### src/hdl/gpc_pkg.sv
// Package for the gradient palette color unit: widths, constants, register
// index codes, item kinds, the queue item struct and the segment tables.
// Used by gpc_front, gpc_queue, gpc_back and gradient_palette_color_unit.
`timescale 1ns / 1ps
`default_nettype none

package gpc_pkg;

  // Palette geometry (the index port width follows from it)
  localparam int unsigned PalEntries  = 64;
  localparam int unsigned IndexW      = $clog2(PalEntries + 1);
  localparam int unsigned LenW        = IndexW;

  // Stop registers
  localparam int unsigned NumStopRegs     = 6;
  localparam int unsigned MaxStopsDefault = 6;
  localparam int unsigned StopCountW      = 3;

  // Configuration port
  localparam int unsigned CfgIdxW  = 3;
  localparam int unsigned CfgDataW = 24;

  // Color formats
  localparam int unsigned ChanW = 8;
  localparam int unsigned RgbW  = 3 * ChanW;
  localparam int unsigned ArgbW = 32;
  localparam logic [ChanW-1:0] AlphaOpaque = 8'hFF;
  localparam logic [RgbW-1:0]  WhiteRgb    = 24'hFFFFFF;
  localparam logic [RgbW-1:0]  BlackRgb    = 24'h000000;

  // Blend datapath: num = s*(L-j) + e*j, quotient = (num * recip) >> RecipShift.
  // With num < 2^NumW and L <= 2^LenW the reciprocal product is exact.
  localparam int unsigned NumW       = ChanW + LenW;
  localparam int unsigned RecipShift = NumW + LenW;
  localparam int unsigned RecipW     = RecipShift + 1;
  localparam int unsigned ProdW      = NumW + RecipW;

  // Mono mode half length and its reciprocal
  localparam int unsigned MonoHalf  = PalEntries / 2;
  localparam int unsigned MonoRecip = ((2 ** RecipShift) + MonoHalf - 1) / MonoHalf;

  // Segment lengths for 1..5 segments (minimum of one)
  localparam int unsigned NumSegCodes = NumStopRegs - 1;
  localparam int unsigned SegSelW     = $clog2(NumSegCodes);
  localparam int unsigned SegLen [NumSegCodes] = '{
    ((PalEntries / 1) == 0) ? 1 : (PalEntries / 1),
    ((PalEntries / 2) == 0) ? 1 : (PalEntries / 2),
    ((PalEntries / 3) == 0) ? 1 : (PalEntries / 3),
    ((PalEntries / 4) == 0) ? 1 : (PalEntries / 4),
    ((PalEntries / 5) == 0) ? 1 : (PalEntries / 5)
  };
  localparam int unsigned SegRecip [NumSegCodes] = '{
    ((2 ** RecipShift) + SegLen[0] - 1) / SegLen[0],
    ((2 ** RecipShift) + SegLen[1] - 1) / SegLen[1],
    ((2 ** RecipShift) + SegLen[2] - 1) / SegLen[2],
    ((2 ** RecipShift) + SegLen[3] - 1) / SegLen[3],
    ((2 ** RecipShift) + SegLen[4] - 1) / SegLen[4]
  };

  // Queue between front and back
  localparam int unsigned QueueDepth = 4;

  typedef enum logic [CfgIdxW-1:0] {
    CFG_MODE       = 3'd0,
    CFG_STOP_COUNT = 3'd1,
    CFG_STOP0      = 3'd2,
    CFG_STOP1      = 3'd3,
    CFG_STOP2      = 3'd4,
    CFG_STOP3      = 3'd5,
    CFG_STOP4      = 3'd6,
    CFG_STOP5      = 3'd7
  } gpc_cfg_idx_e;

  typedef enum logic {
    MODE_MULTI = 1'b0,
    MODE_MONO  = 1'b1
  } gpc_mode_e;

  typedef enum logic [1:0] {
    KIND_ZERO  = 2'd0,  // index at or past the end
    KIND_SOLID = 2'd1,  // fixed opaque color, no blend
    KIND_BLEND = 2'd2   // interpolate start to end
  } gpc_kind_e;

  typedef struct packed {
    gpc_kind_e         kind;
    logic [RgbW-1:0]   from_rgb;  // also the solid color
    logic [RgbW-1:0]   end_rgb;
    logic [LenW-1:0]   offset;
    logic [LenW-1:0]   seg_len;
    logic [RecipW-1:0] recip;
  } gpc_item_t;

endpackage : gpc_pkg

`default_nettype wire

### src/hdl/gpc_front.sv
// Front end: configuration registers, index classification and the front
// register that feeds the queue. Depends on gpc_pkg.
`timescale 1ns / 1ps
`default_nettype none

module gpc_front
  import gpc_pkg::*;
#(
  parameter int unsigned MAX_STOPS = MaxStopsDefault
) (
  input  logic                clk_i,
  input  logic                rst_ni,
  input  logic                cfg_we_i,
  input  logic [CfgIdxW-1:0]  cfg_index_i,
  input  logic [CfgDataW-1:0] cfg_wdata_i,
  input  logic                in_valid_i,
  output logic                in_stall_o,
  input  logic [IndexW-1:0]   palette_index_i,
  input  logic                q_full_i,
  output logic                push_o,
  output gpc_item_t           item_o
);

  localparam int unsigned StopIdxW = (MAX_STOPS > 2) ? $clog2(MAX_STOPS) : 1;
  localparam int unsigned BaseW    = LenW + StopIdxW;

  gpc_mode_e              mode_q;
  logic [StopCountW-1:0]  stop_count_q;
  logic [RgbW-1:0]        stop_q [MAX_STOPS];

  logic                   f_valid_q, f_valid_d;
  gpc_item_t              f_item_q;
  gpc_item_t              item_d;
  logic                   accept;

  logic [CfgIdxW-1:0]     stop_wr_idx;
  logic [StopCountW-1:0]  n_stops;
  logic [StopCountW-1:0]  segs;
  logic [StopCountW-1:0]  seg_sel_full;
  logic [SegSelW-1:0]     seg_sel;
  logic [LenW-1:0]        seg_len;
  logic [RecipW-1:0]      seg_recip;
  logic [StopIdxW:0]      seg_x;
  logic [BaseW-1:0]       seg_base;
  logic [RgbW-1:0]        stop_a, stop_b, stop_last;

  // Configuration writes
  assign stop_wr_idx = cfg_index_i - CfgIdxW'(CFG_STOP0);

  always_ff @(posedge clk_i or negedge rst_ni) begin
    if (!rst_ni) begin
      mode_q       <= MODE_MULTI;
      stop_count_q <= StopCountW'(2);
      for (int i = 0; i < MAX_STOPS; i++) begin
        stop_q[i] <= (i == 1) ? WhiteRgb : BlackRgb;
      end
    end else if (cfg_we_i) begin
      unique case (gpc_cfg_idx_e'(cfg_index_i)) inside
        CFG_MODE:       mode_q       <= gpc_mode_e'(cfg_wdata_i[0]);
        CFG_STOP_COUNT: stop_count_q <= cfg_wdata_i[StopCountW-1:0];
        [CFG_STOP0:CFG_STOP5]: begin
          for (int i = 0; i < MAX_STOPS; i++) begin
            if (stop_wr_idx == CfgIdxW'(i)) stop_q[i] <= cfg_wdata_i[RgbW-1:0];
          end
        end
        default: ;
      endcase
    end
  end

  // Segment geometry from the clamped stop count
  always_comb begin
    if (stop_count_q < StopCountW'(2)) begin
      n_stops = StopCountW'(2);
    end else if (stop_count_q > StopCountW'(MAX_STOPS)) begin
      n_stops = StopCountW'(MAX_STOPS);
    end else begin
      n_stops = stop_count_q;
    end
    segs         = n_stops - StopCountW'(1);
    seg_sel_full = segs - StopCountW'(1);
    seg_sel      = seg_sel_full[SegSelW-1:0];
    seg_len      = LenW'(SegLen[seg_sel]);
    seg_recip    = RecipW'(SegRecip[seg_sel]);
  end

  // Segment of the index: count the boundaries at or below it
  always_comb begin
    seg_x    = '0;
    seg_base = '0;
    for (int i = 1; i < MAX_STOPS; i++) begin
      if (BaseW'(palette_index_i) >= BaseW'(i) * BaseW'(seg_len)) begin
        seg_x    = (StopIdxW + 1)'(i);
        seg_base = BaseW'(i) * BaseW'(seg_len);
      end
    end
  end

  // Stop colors at the segment ends and at the last stop
  always_comb begin
    stop_a    = BlackRgb;
    stop_b    = BlackRgb;
    stop_last = BlackRgb;
    for (int i = 0; i < MAX_STOPS; i++) begin
      if (seg_x == (StopIdxW + 1)'(i))                          stop_a    = stop_q[i];
      if (seg_x + (StopIdxW + 1)'(1) == (StopIdxW + 1)'(i))     stop_b    = stop_q[i];
      if (segs == StopCountW'(i))                               stop_last = stop_q[i];
    end
  end

  // Classification
  always_comb begin
    item_d          = '0;
    item_d.kind     = KIND_ZERO;
    item_d.from_rgb = BlackRgb;
    item_d.end_rgb  = BlackRgb;
    if (palette_index_i >= IndexW'(PalEntries)) begin
      item_d.kind = KIND_ZERO;
    end else if (mode_q == MODE_MONO) begin
      item_d.seg_len = LenW'(MonoHalf);
      item_d.recip   = RecipW'(MonoRecip);
      if (palette_index_i < IndexW'(MonoHalf)) begin
        item_d.kind     = KIND_BLEND;
        item_d.from_rgb = BlackRgb;
        item_d.end_rgb  = stop_q[0];
        item_d.offset   = LenW'(palette_index_i);
      end else if (palette_index_i < IndexW'(2 * MonoHalf)) begin
        item_d.kind     = KIND_BLEND;
        item_d.from_rgb = stop_q[0];
        item_d.end_rgb  = WhiteRgb;
        item_d.offset   = LenW'(palette_index_i - IndexW'(MonoHalf));
      end else begin
        item_d.kind     = KIND_SOLID;
        item_d.from_rgb = WhiteRgb;
      end
    end else begin
      item_d.seg_len = seg_len;
      item_d.recip   = seg_recip;
      if ((StopCountW + 1)'(seg_x) >= (StopCountW + 1)'(segs)) begin
        item_d.kind     = KIND_SOLID;
        item_d.from_rgb = stop_last;
      end else begin
        item_d.kind     = KIND_BLEND;
        item_d.from_rgb = stop_a;
        item_d.end_rgb  = stop_b;
        item_d.offset   = LenW'(BaseW'(palette_index_i) - seg_base);
      end
    end
  end

  // Front register
  assign in_stall_o = f_valid_q && q_full_i;
  assign accept     = in_valid_i && !in_stall_o;
  assign push_o     = f_valid_q && !q_full_i;
  assign item_o     = f_item_q;

  always_comb begin
    f_valid_d = f_valid_q;
    if (accept) begin
      f_valid_d = 1'b1;
    end else if (push_o) begin
      f_valid_d = 1'b0;
    end
  end

  always_ff @(posedge clk_i or negedge rst_ni) begin
    if (!rst_ni) begin
      f_valid_q <= 1'b0;
    end else begin
      f_valid_q <= f_valid_d;
    end
  end

  always_ff @(posedge clk_i) begin
    if (accept) f_item_q <= item_d;
  end

endmodule : gpc_front

`default_nettype wire

### src/hdl/gpc_queue.sv
// Short FIFO of classified items between the front and the back.
// Depends on gpc_pkg.
`timescale 1ns / 1ps
`default_nettype none

module gpc_queue
  import gpc_pkg::*;
(
  input  logic      clk_i,
  input  logic      rst_ni,
  input  logic      push_i,
  input  gpc_item_t item_i,
  output logic      full_o,
  input  logic      pop_i,
  output logic      empty_o,
  output gpc_item_t item_o
);

  localparam int unsigned PtrW = $clog2(QueueDepth);
  localparam int unsigned CntW = $clog2(QueueDepth + 1);

  gpc_item_t       mem_q [QueueDepth];
  logic [PtrW-1:0] wr_ptr_q, wr_ptr_d;
  logic [PtrW-1:0] rd_ptr_q, rd_ptr_d;
  logic [CntW-1:0] count_q, count_d;

  assign full_o  = (count_q == CntW'(QueueDepth));
  assign empty_o = (count_q == '0);
  assign item_o  = mem_q[rd_ptr_q];

  always_comb begin
    wr_ptr_d = wr_ptr_q;
    rd_ptr_d = rd_ptr_q;
    count_d  = count_q;
    if (push_i) begin
      wr_ptr_d = (wr_ptr_q == PtrW'(QueueDepth - 1)) ? '0 : wr_ptr_q + PtrW'(1);
    end
    if (pop_i) begin
      rd_ptr_d = (rd_ptr_q == PtrW'(QueueDepth - 1)) ? '0 : rd_ptr_q + PtrW'(1);
    end
    if (push_i && !pop_i) begin
      count_d = count_q + CntW'(1);
    end else if (pop_i && !push_i) begin
      count_d = count_q - CntW'(1);
    end
  end

  always_ff @(posedge clk_i or negedge rst_ni) begin
    if (!rst_ni) begin
      wr_ptr_q <= '0;
      rd_ptr_q <= '0;
      count_q  <= '0;
    end else begin
      wr_ptr_q <= wr_ptr_d;
      rd_ptr_q <= rd_ptr_d;
      count_q  <= count_d;
    end
  end

  always_ff @(posedge clk_i) begin
    if (push_i) mem_q[wr_ptr_q] <= item_i;
  end

  // Occupancy never runs past the depth
  assert property (@(posedge clk_i) disable iff (!rst_ni) count_q <= CntW'(QueueDepth))
    else $error("queue count past depth");
  // The front never pushes into a full queue
  assert property (@(posedge clk_i) disable iff (!rst_ni) push_i |-> !full_o)
    else $error("push into full queue");
  // The back never pops an empty queue
  assert property (@(posedge clk_i) disable iff (!rst_ni) pop_i |-> !empty_o)
    else $error("pop from empty queue");

endmodule : gpc_queue

`default_nettype wire

### src/hdl/gpc_back.sv
// Back end: three-stage blend pipeline (weighted sum, reciprocal multiply,
// ARGB output register). Depends on gpc_pkg.
`timescale 1ns / 1ps
`default_nettype none

module gpc_back
  import gpc_pkg::*;
(
  input  logic             clk_i,
  input  logic             rst_ni,
  input  logic             q_empty_i,
  input  gpc_item_t        item_i,
  output logic             pop_o,
  output logic             out_valid_o,
  input  logic             out_stall_i,
  output logic [ArgbW-1:0] argb_color_o
);

  // Stage 1: per-channel weighted sums
  logic              v1_q;
  gpc_kind_e         kind1_q;
  logic [RgbW-1:0]   rgb1_q;
  logic [NumW-1:0]   num1_q [3];
  logic [RecipW-1:0] recip1_q;
  logic [NumW-1:0]   num_d  [3];

  // Stage 2: reciprocal products
  logic              v2_q;
  gpc_kind_e         kind2_q;
  logic [RgbW-1:0]   rgb2_q;
  logic [ProdW-1:0]  prod2_q [3];

  // Stage 3: output register
  logic              v3_q;
  gpc_kind_e         kind3_q;
  logic [ArgbW-1:0]  argb3_q;
  logic [ArgbW-1:0]  argb_d;

  logic              r1, r2, r3;

  assign r3    = !v3_q || !out_stall_i;
  assign r2    = !v2_q || r3;
  assign r1    = !v1_q || r2;
  assign pop_o = !q_empty_i && r1;

  always_comb begin
    for (int c = 0; c < 3; c++) begin
      num_d[c] = NumW'(item_i.from_rgb[c*ChanW +: ChanW])
                   * NumW'(item_i.seg_len - item_i.offset)
               + NumW'(item_i.end_rgb[c*ChanW +: ChanW]) * NumW'(item_i.offset);
    end
  end

  always_comb begin
    unique case (kind2_q)
      KIND_SOLID: argb_d = {AlphaOpaque, rgb2_q};
      KIND_BLEND: argb_d = {AlphaOpaque,
                            prod2_q[2][RecipShift +: ChanW],
                            prod2_q[1][RecipShift +: ChanW],
                            prod2_q[0][RecipShift +: ChanW]};
      default:    argb_d = '0;
    endcase
  end

  always_ff @(posedge clk_i or negedge rst_ni) begin
    if (!rst_ni) begin
      v1_q <= 1'b0;
      v2_q <= 1'b0;
      v3_q <= 1'b0;
    end else begin
      if (r1) v1_q <= pop_o;
      if (r2) v2_q <= v1_q;
      if (r3) v3_q <= v2_q;
    end
  end

  always_ff @(posedge clk_i) begin
    if (pop_o) begin
      kind1_q  <= item_i.kind;
      rgb1_q   <= item_i.from_rgb;
      recip1_q <= item_i.recip;
      for (int c = 0; c < 3; c++) num1_q[c] <= num_d[c];
    end
    if (v1_q && r2) begin
      kind2_q <= kind1_q;
      rgb2_q  <= rgb1_q;
      for (int c = 0; c < 3; c++) prod2_q[c] <= ProdW'(num1_q[c]) * ProdW'(recip1_q);
    end
    if (v2_q && r3) begin
      kind3_q <= kind2_q;
      argb3_q <= argb_d;
    end
  end

  assign out_valid_o  = v3_q;
  assign argb_color_o = argb3_q;

  // A transaction popped from the queue lands in stage 1
  assert property (@(posedge clk_i) disable iff (!rst_ni) pop_o |=> v1_q)
    else $error("popped item lost before stage 1");
  // Stage 2 holds its products while stage 3 is blocked
  assert property (@(posedge clk_i) disable iff (!rst_ni)
                   v2_q && !r3 |=> v2_q && $stable(prod2_q[0]) && $stable(kind2_q))
    else $error("stage 2 changed under stall");
  // Every non-zero result is opaque
  assert property (@(posedge clk_i) disable iff (!rst_ni)
                   v3_q && kind3_q != KIND_ZERO |-> argb3_q[ArgbW-1 -: ChanW] == AlphaOpaque)
    else $error("non-zero color without opaque alpha");

endmodule : gpc_back

`default_nettype wire

### src/hdl/gradient_palette_color_unit.sv
// Top level of the gradient palette color unit: front classifier, item
// queue and blend back end. Depends on gpc_pkg, gpc_front, gpc_queue, gpc_back.
`timescale 1ns / 1ps
`default_nettype none

// Maps a palette index to the opaque ARGB color of a linear RGB gradient
// palette of 64 entries. Multi-stop mode splits the range into stop_count-1
// equal segments (length 64/(stops-1)) and blends each channel between
// neighboring stops, truncating; indices past the last segment give the last
// stop. Mono mode runs black to stop_color_0 over the first half and on to
// white over the second. Index 64 and above gives 0. Rate: one transaction
// per cycle on both channels while no stall holds the flow; with no stall an
// accepted index passes the front register (loaded at the accepting edge),
// a queue slot, the sum stage, the reciprocal multiply stage and the output
// register before out_valid_o rises. The division by the segment length is a
// multiply by a stored reciprocal, so no iterative unit limits throughput.
// The queue lets the front keep accepting while the output is stalled,
// up to its depth plus the front register and the three back stages.
// Write configuration registers only while the unit is empty; register
// index 0 is mode, 1 stop_count, 2..7 stop_color_0..5 (0xRRGGBB).

module gradient_palette_color_unit
  import gpc_pkg::*;
#(
  parameter int unsigned MAX_STOPS = MaxStopsDefault
) (
  input  logic                clk_i,
  input  logic                rst_ni,
  // configuration write port
  input  logic                cfg_we_i,
  input  logic [CfgIdxW-1:0]  cfg_index_i,
  input  logic [CfgDataW-1:0] cfg_wdata_i,
  // index channel
  input  logic                in_valid_i,
  output logic                in_stall_o,
  input  logic [IndexW-1:0]   palette_index_i,
  // color channel
  output logic                out_valid_o,
  input  logic                out_stall_i,
  output logic [ArgbW-1:0]    argb_color_o
);

  logic      push, q_full, q_empty, pop;
  gpc_item_t front_item, queue_item;

  // Classifies each index into zero, solid or blend with its end colors
  gpc_front #(
    .MAX_STOPS(MAX_STOPS)
  ) u_front (
    .clk_i           (clk_i),
    .rst_ni          (rst_ni),
    .cfg_we_i        (cfg_we_i),
    .cfg_index_i     (cfg_index_i),
    .cfg_wdata_i     (cfg_wdata_i),
    .in_valid_i      (in_valid_i),
    .in_stall_o      (in_stall_o),
    .palette_index_i (palette_index_i),
    .q_full_i        (q_full),
    .push_o          (push),
    .item_o          (front_item)
  );

  // Decouples front stall from output stall
  gpc_queue u_queue (
    .clk_i   (clk_i),
    .rst_ni  (rst_ni),
    .push_i  (push),
    .item_i  (front_item),
    .full_o  (q_full),
    .pop_i   (pop),
    .empty_o (q_empty),
    .item_o  (queue_item)
  );

  // Blend arithmetic and output register
  gpc_back u_back (
    .clk_i        (clk_i),
    .rst_ni       (rst_ni),
    .q_empty_i    (q_empty),
    .item_i       (queue_item),
    .pop_o        (pop),
    .out_valid_o  (out_valid_o),
    .out_stall_i  (out_stall_i),
    .argb_color_o (argb_color_o)
  );

endmodule : gradient_palette_color_unit

`default_nettype wire
### config.mk
export PLATFORM = sky130hd
export DESIGN_NAME = gradient_palette_color_unit
export DESIGN_NICKNAME = d
export VERILOG_FILES = /design/src/hdl/gpc_pkg.sv /design/src/hdl/gpc_front.sv /design/src/hdl/gpc_queue.sv /design/src/hdl/gpc_back.sv /design/src/hdl/gradient_palette_color_unit.sv
export SDC_FILE = /design/constraint.sdc
export NUM_CORES = 2
export LEC_CHECK = 0
export BUFFER_PORTS_ARGS = -buffer_cell sky130_fd_sc_hd__clkbuf_2
export CAP_MARGIN = 20
export CORE_MARGIN = 8
export CORE_UTILIZATION = 50
export DETAILED_ROUTE_END_ITERATION = 10
export PLACE_DENSITY = 0.67
export SLEW_MARGIN = 20
export SYNTH_ARGS = -nofsm -noshare
export SYNTH_HDL_FRONTEND = slang
export SYNTH_SLANG_ARGS = --single-unit
### constraint.sdc
create_clock -name clk_i -period 11.4 [get_ports clk_i]
set_input_delay 1.71 -clock clk_i [delete_from_list [all_inputs] [get_ports clk_i]]
set_output_delay 1.71 -clock clk_i [all_outputs]
set_load 0.005 [all_outputs]
==> impl_metrics.toml <==
[worst_setup_path]
r2r-start = "u_queue.rd_ptr_q[0]"
worst_path_max_delay_cell = "mux4_2"
cp-end-kind = "flip-flop"
cp.required_ps = 11870
worstReg2RegEnd = "u_back.num1_q[0][43]"
r2r_setup_slack_ps = 2380
ff2ff_path_depth = 30
max_stage_delay_ps = 610
critical_path_class = "reg2reg"
critPathLaunchType = "flip-flop"
cp_data_arrival_time_ps = 9480
path_max_fanout = 36

[grt]
grtUsageTotal = 0.227
overflow = 0
grt_pass1_wl_um = 228000
grt_pass1_vias = 40200
antenna_found_initial = 4
grt_max_degree = 101

[finish]
final_util = 0.541
drive_above_1_share = 0.101
fin_cells = 6802
register_area_mm2 = 0.0185
area_growth_syn_to_layout_pct = 7.69
fillCellCount = 9852
fin_nets = 6502
multi_input_area_mm2 = 0.0352
final_area_mm2 = 0.0627

[clocking]
clock_latency_ps = 650
clk_path_buf_depth = 3
cts_inserted_buffers = 69
post_cts_buffers = 0
clk_pin_slew_worst_paths_ps = 60
hold_buffers = 0
clock-sinks = 641
cts-resized-gates = 0
cts-root-buf = "clkbuf_16"
cts_tree = "done"
htreeDepth = 3

[hold_path]
hold_depth = 0
hp-start = "u_back.rgb1_q[4]"
hold_end = "u_back.rgb2_q[4]"
hp-class = "reg2reg"

[timing]
fmax_ghz = 0.111
relSlewSlack = 0.243
fin_crit_sh = 0.791
tns_ps = 0
rsz0062_at_grt = "false"
hold_viol = 0
skew_ps = 49.5
tightest_slew_ps = 1120
setup_viol = 0
period_minus_slack_ps = 9020
slew_viol_final = 0

[detailed_routing]
drcViolationCount = 0
via_count = 38100
wirelength_um = 143000
drt-initial-drc-count = 3017
ant_nets = 0
first_pass_iters = 6
post_drt_via_cell_ratio = 5.60
routedWlPerCell_um = 21.0

[yosys]
yosys-mux-area-fraction = 0.0564
synth_top_family_by_area = "adder cells"
syn_area_per_cell_um2 = 11.2
synth-simple-area-share = 0.0935
synthesis.area_mm2 = 0.0582
ys_types = 86
synth_compound_area_frac = 0.0793
async_reset_ff_frac = 0.248
synthAdderAreaFrac = 0.356
seq_area_frac_synth = 0.317
synth_xor_area_frac = 0.0181
synth-edff-count = 482
syn_inst = 5202
ys.flop_type = "edfxtp_1"
synth_largest_area_cell = "edfxtp_1"
ys_ff_latch = 641
ys_top_cells_by_area = "edfxtp_1, fa_1, ha_1"
yosys_warnings = 0
synth_top_area_share = 0.249

[placed_design]
placed_cell_area_mm2 = 0.0603
dp.cells = 6671
post-dp-hpwl_um = 106000
port_buffers = 72
place.gp.congestion = 0.917

[die]
start_util = 0.502
die_w_um = 357
pin_count = 73
die_y_um = 357
core_area_mm2 = 0.116
die-area_mm2 = 0.128
rows = 125

[status]
status = "complete, no violations"

[flow_run]
cap_viol_max_count = 0
flip-flops by register name, indices dropped and copies added, names as in the netlist, 3 cells and up:
signal,flops
u_back.num1_q,45
u_front.item_o,66
u_queue.mem_q,264
u_back.rgb2_q,24
u_front.stop_q,144
u_back.argb_color_o,25
u_back.recip1_q,6
u_back.prod2_q,24
u_back.rgb1_q,24
u_queue.count_q,3
u_front.stop_count_q,3
cells in the mapped netlist (14+ instances only):
library cell	n
nand2_1	292
nand2b_1	33
mux4_2	48
o21a_1	26
nor2_1	245
a41o_1	14
mux2i_1	31
or3_1	19
nand3_1	29
edfxtp_1	482
fa_1	686
a22oi_1	64
nor2b_1	30
nor3_1	29
o21ai_1	16
clkbuf_1	143
and2_1	340
buf_2	23
o211ai_1	18
o31ai_1	17
xnor2_1	93
inv_1	1008
a222oi_1	24
dfrtp_1	134
a221oi_1	47
ha_1	558
mux2_2	168
dfstp_2	25
o22ai_1	23
xor2_1	27
a211oi_1	28
a21o_1	39
a21oi_1	91
o21ai_0	149
cells in the final DEF, fill, tap and decap left out, types with 12 or more instances in the layout:
cell type	count
inv_1	1007
fa_1	686
ha_1	556
edfxtp_1	482
and2_1	335
nand2_1	291
nor2_1	244
mux2_2	168
o21ai_0	147
dfrtp_1	132
xnor2_1	92
a21oi_1	90
clkbuf_16	72
clkbuf_2	71
a22oi_1	64
buf_4	64
mux4_2	48
a221oi_1	47
a21o_1	39
nand2b_1	32
mux2i_1	31
nand3_1	29
nor2b_1	28
a211oi_1	28
xor2_1	27
o21a_1	26
dfstp_2	25
nor3_1	24
a222oi_1	24
o22ai_1	23
or3_1	19
o211ai_1	18
o31ai_1	17
o21ai_1	16
a41o_1	14
and3_1	13
clkbuf_1	13
nand4_1	12
a21boi_0	12
metal layers:
| layer | track usage | vias to the layer above | routed length (um) |
|---|---|---|---|
| met1 | 0.304 | 19100 | 59700 |
| met3 | 0.0399 | 314 | 10500 |
| met4 | 0.0727 | 0 | 4700 |
| met5 | 0 | - | 0 |
| li1 | - | 17300 | - |
| met2 | 0.378 | 1408 | 68300 |
kinds of logic after synthesis:
kind of cell / Yosys count
and+or+nand+nor: 1081
AOI/OAI and AO/OA: 666
muxes: 247
other: 1
adders and majority gates: 1244
DFF: 641
xor gates and xnor gates: 120
buffers and inverters: 1202
worst max path at each step:
stage,from,end,slack [ps]
finish,u_queue.rd_ptr_q[0],u_back.num1_q[0][43],2380
global route,u_queue.rd_ptr_q[0],u_back.num1_q[0][13],1750
CTS,u_queue.rd_ptr_q[0],u_back.num1_q[0][13],2380
detailed placement,u_queue.rd_ptr_q[0],u_back.num1_q[0][13],2470
global placement,u_queue.rd_ptr_q[0],u_back.num1_q[0][43],2620
floorplan,u_queue.rd_ptr_q[0],u_back.num1_q[0][43],2420
per-stage QoR:
stage | hold slack [ps] | setup slack (ps)
after floorplan | 400 | 2420
after global routing | 426 | 1750
after CTS | 420 | 2380
after detailed placement | 405 | 2470
final | 417 | 2380
after global placement | 403 | 2620
worst max-delay path: cells and delay by family (launching register included):
| kind | cells | cell delay [ps] |
|---|---|---|
| multiplexers | 1 | 610 |
| flip-flops | 1 | 560 |
| AND/OR/NAND/NOR | 2 | 710 |
| buffers and inverters | 8 | 1120 |
| adder cells (fa/ha/maj) | 8 | 3780 |
| AO/OA/AOI/OAI | 10 | 1880 |
| XOR/XNOR | 1 | 160 |
layout make-up:
type | count | share of cell area
timing repair buffer | 137 | 0.0139
antenna | 3 | 0.000120
clock buffer | 88 | 0.0302
inverter | 1010 | 0.0605
clock inverter | 39 | 0.00796
tap | 1524 | 0.0304
sequential | 641 | 0.295
multi-input combinational | 3360 | 0.562
Power is left out: the tool's default activity adds up to more than one toggle a clock period on the data nets, which glitch-free logic cannot reach.
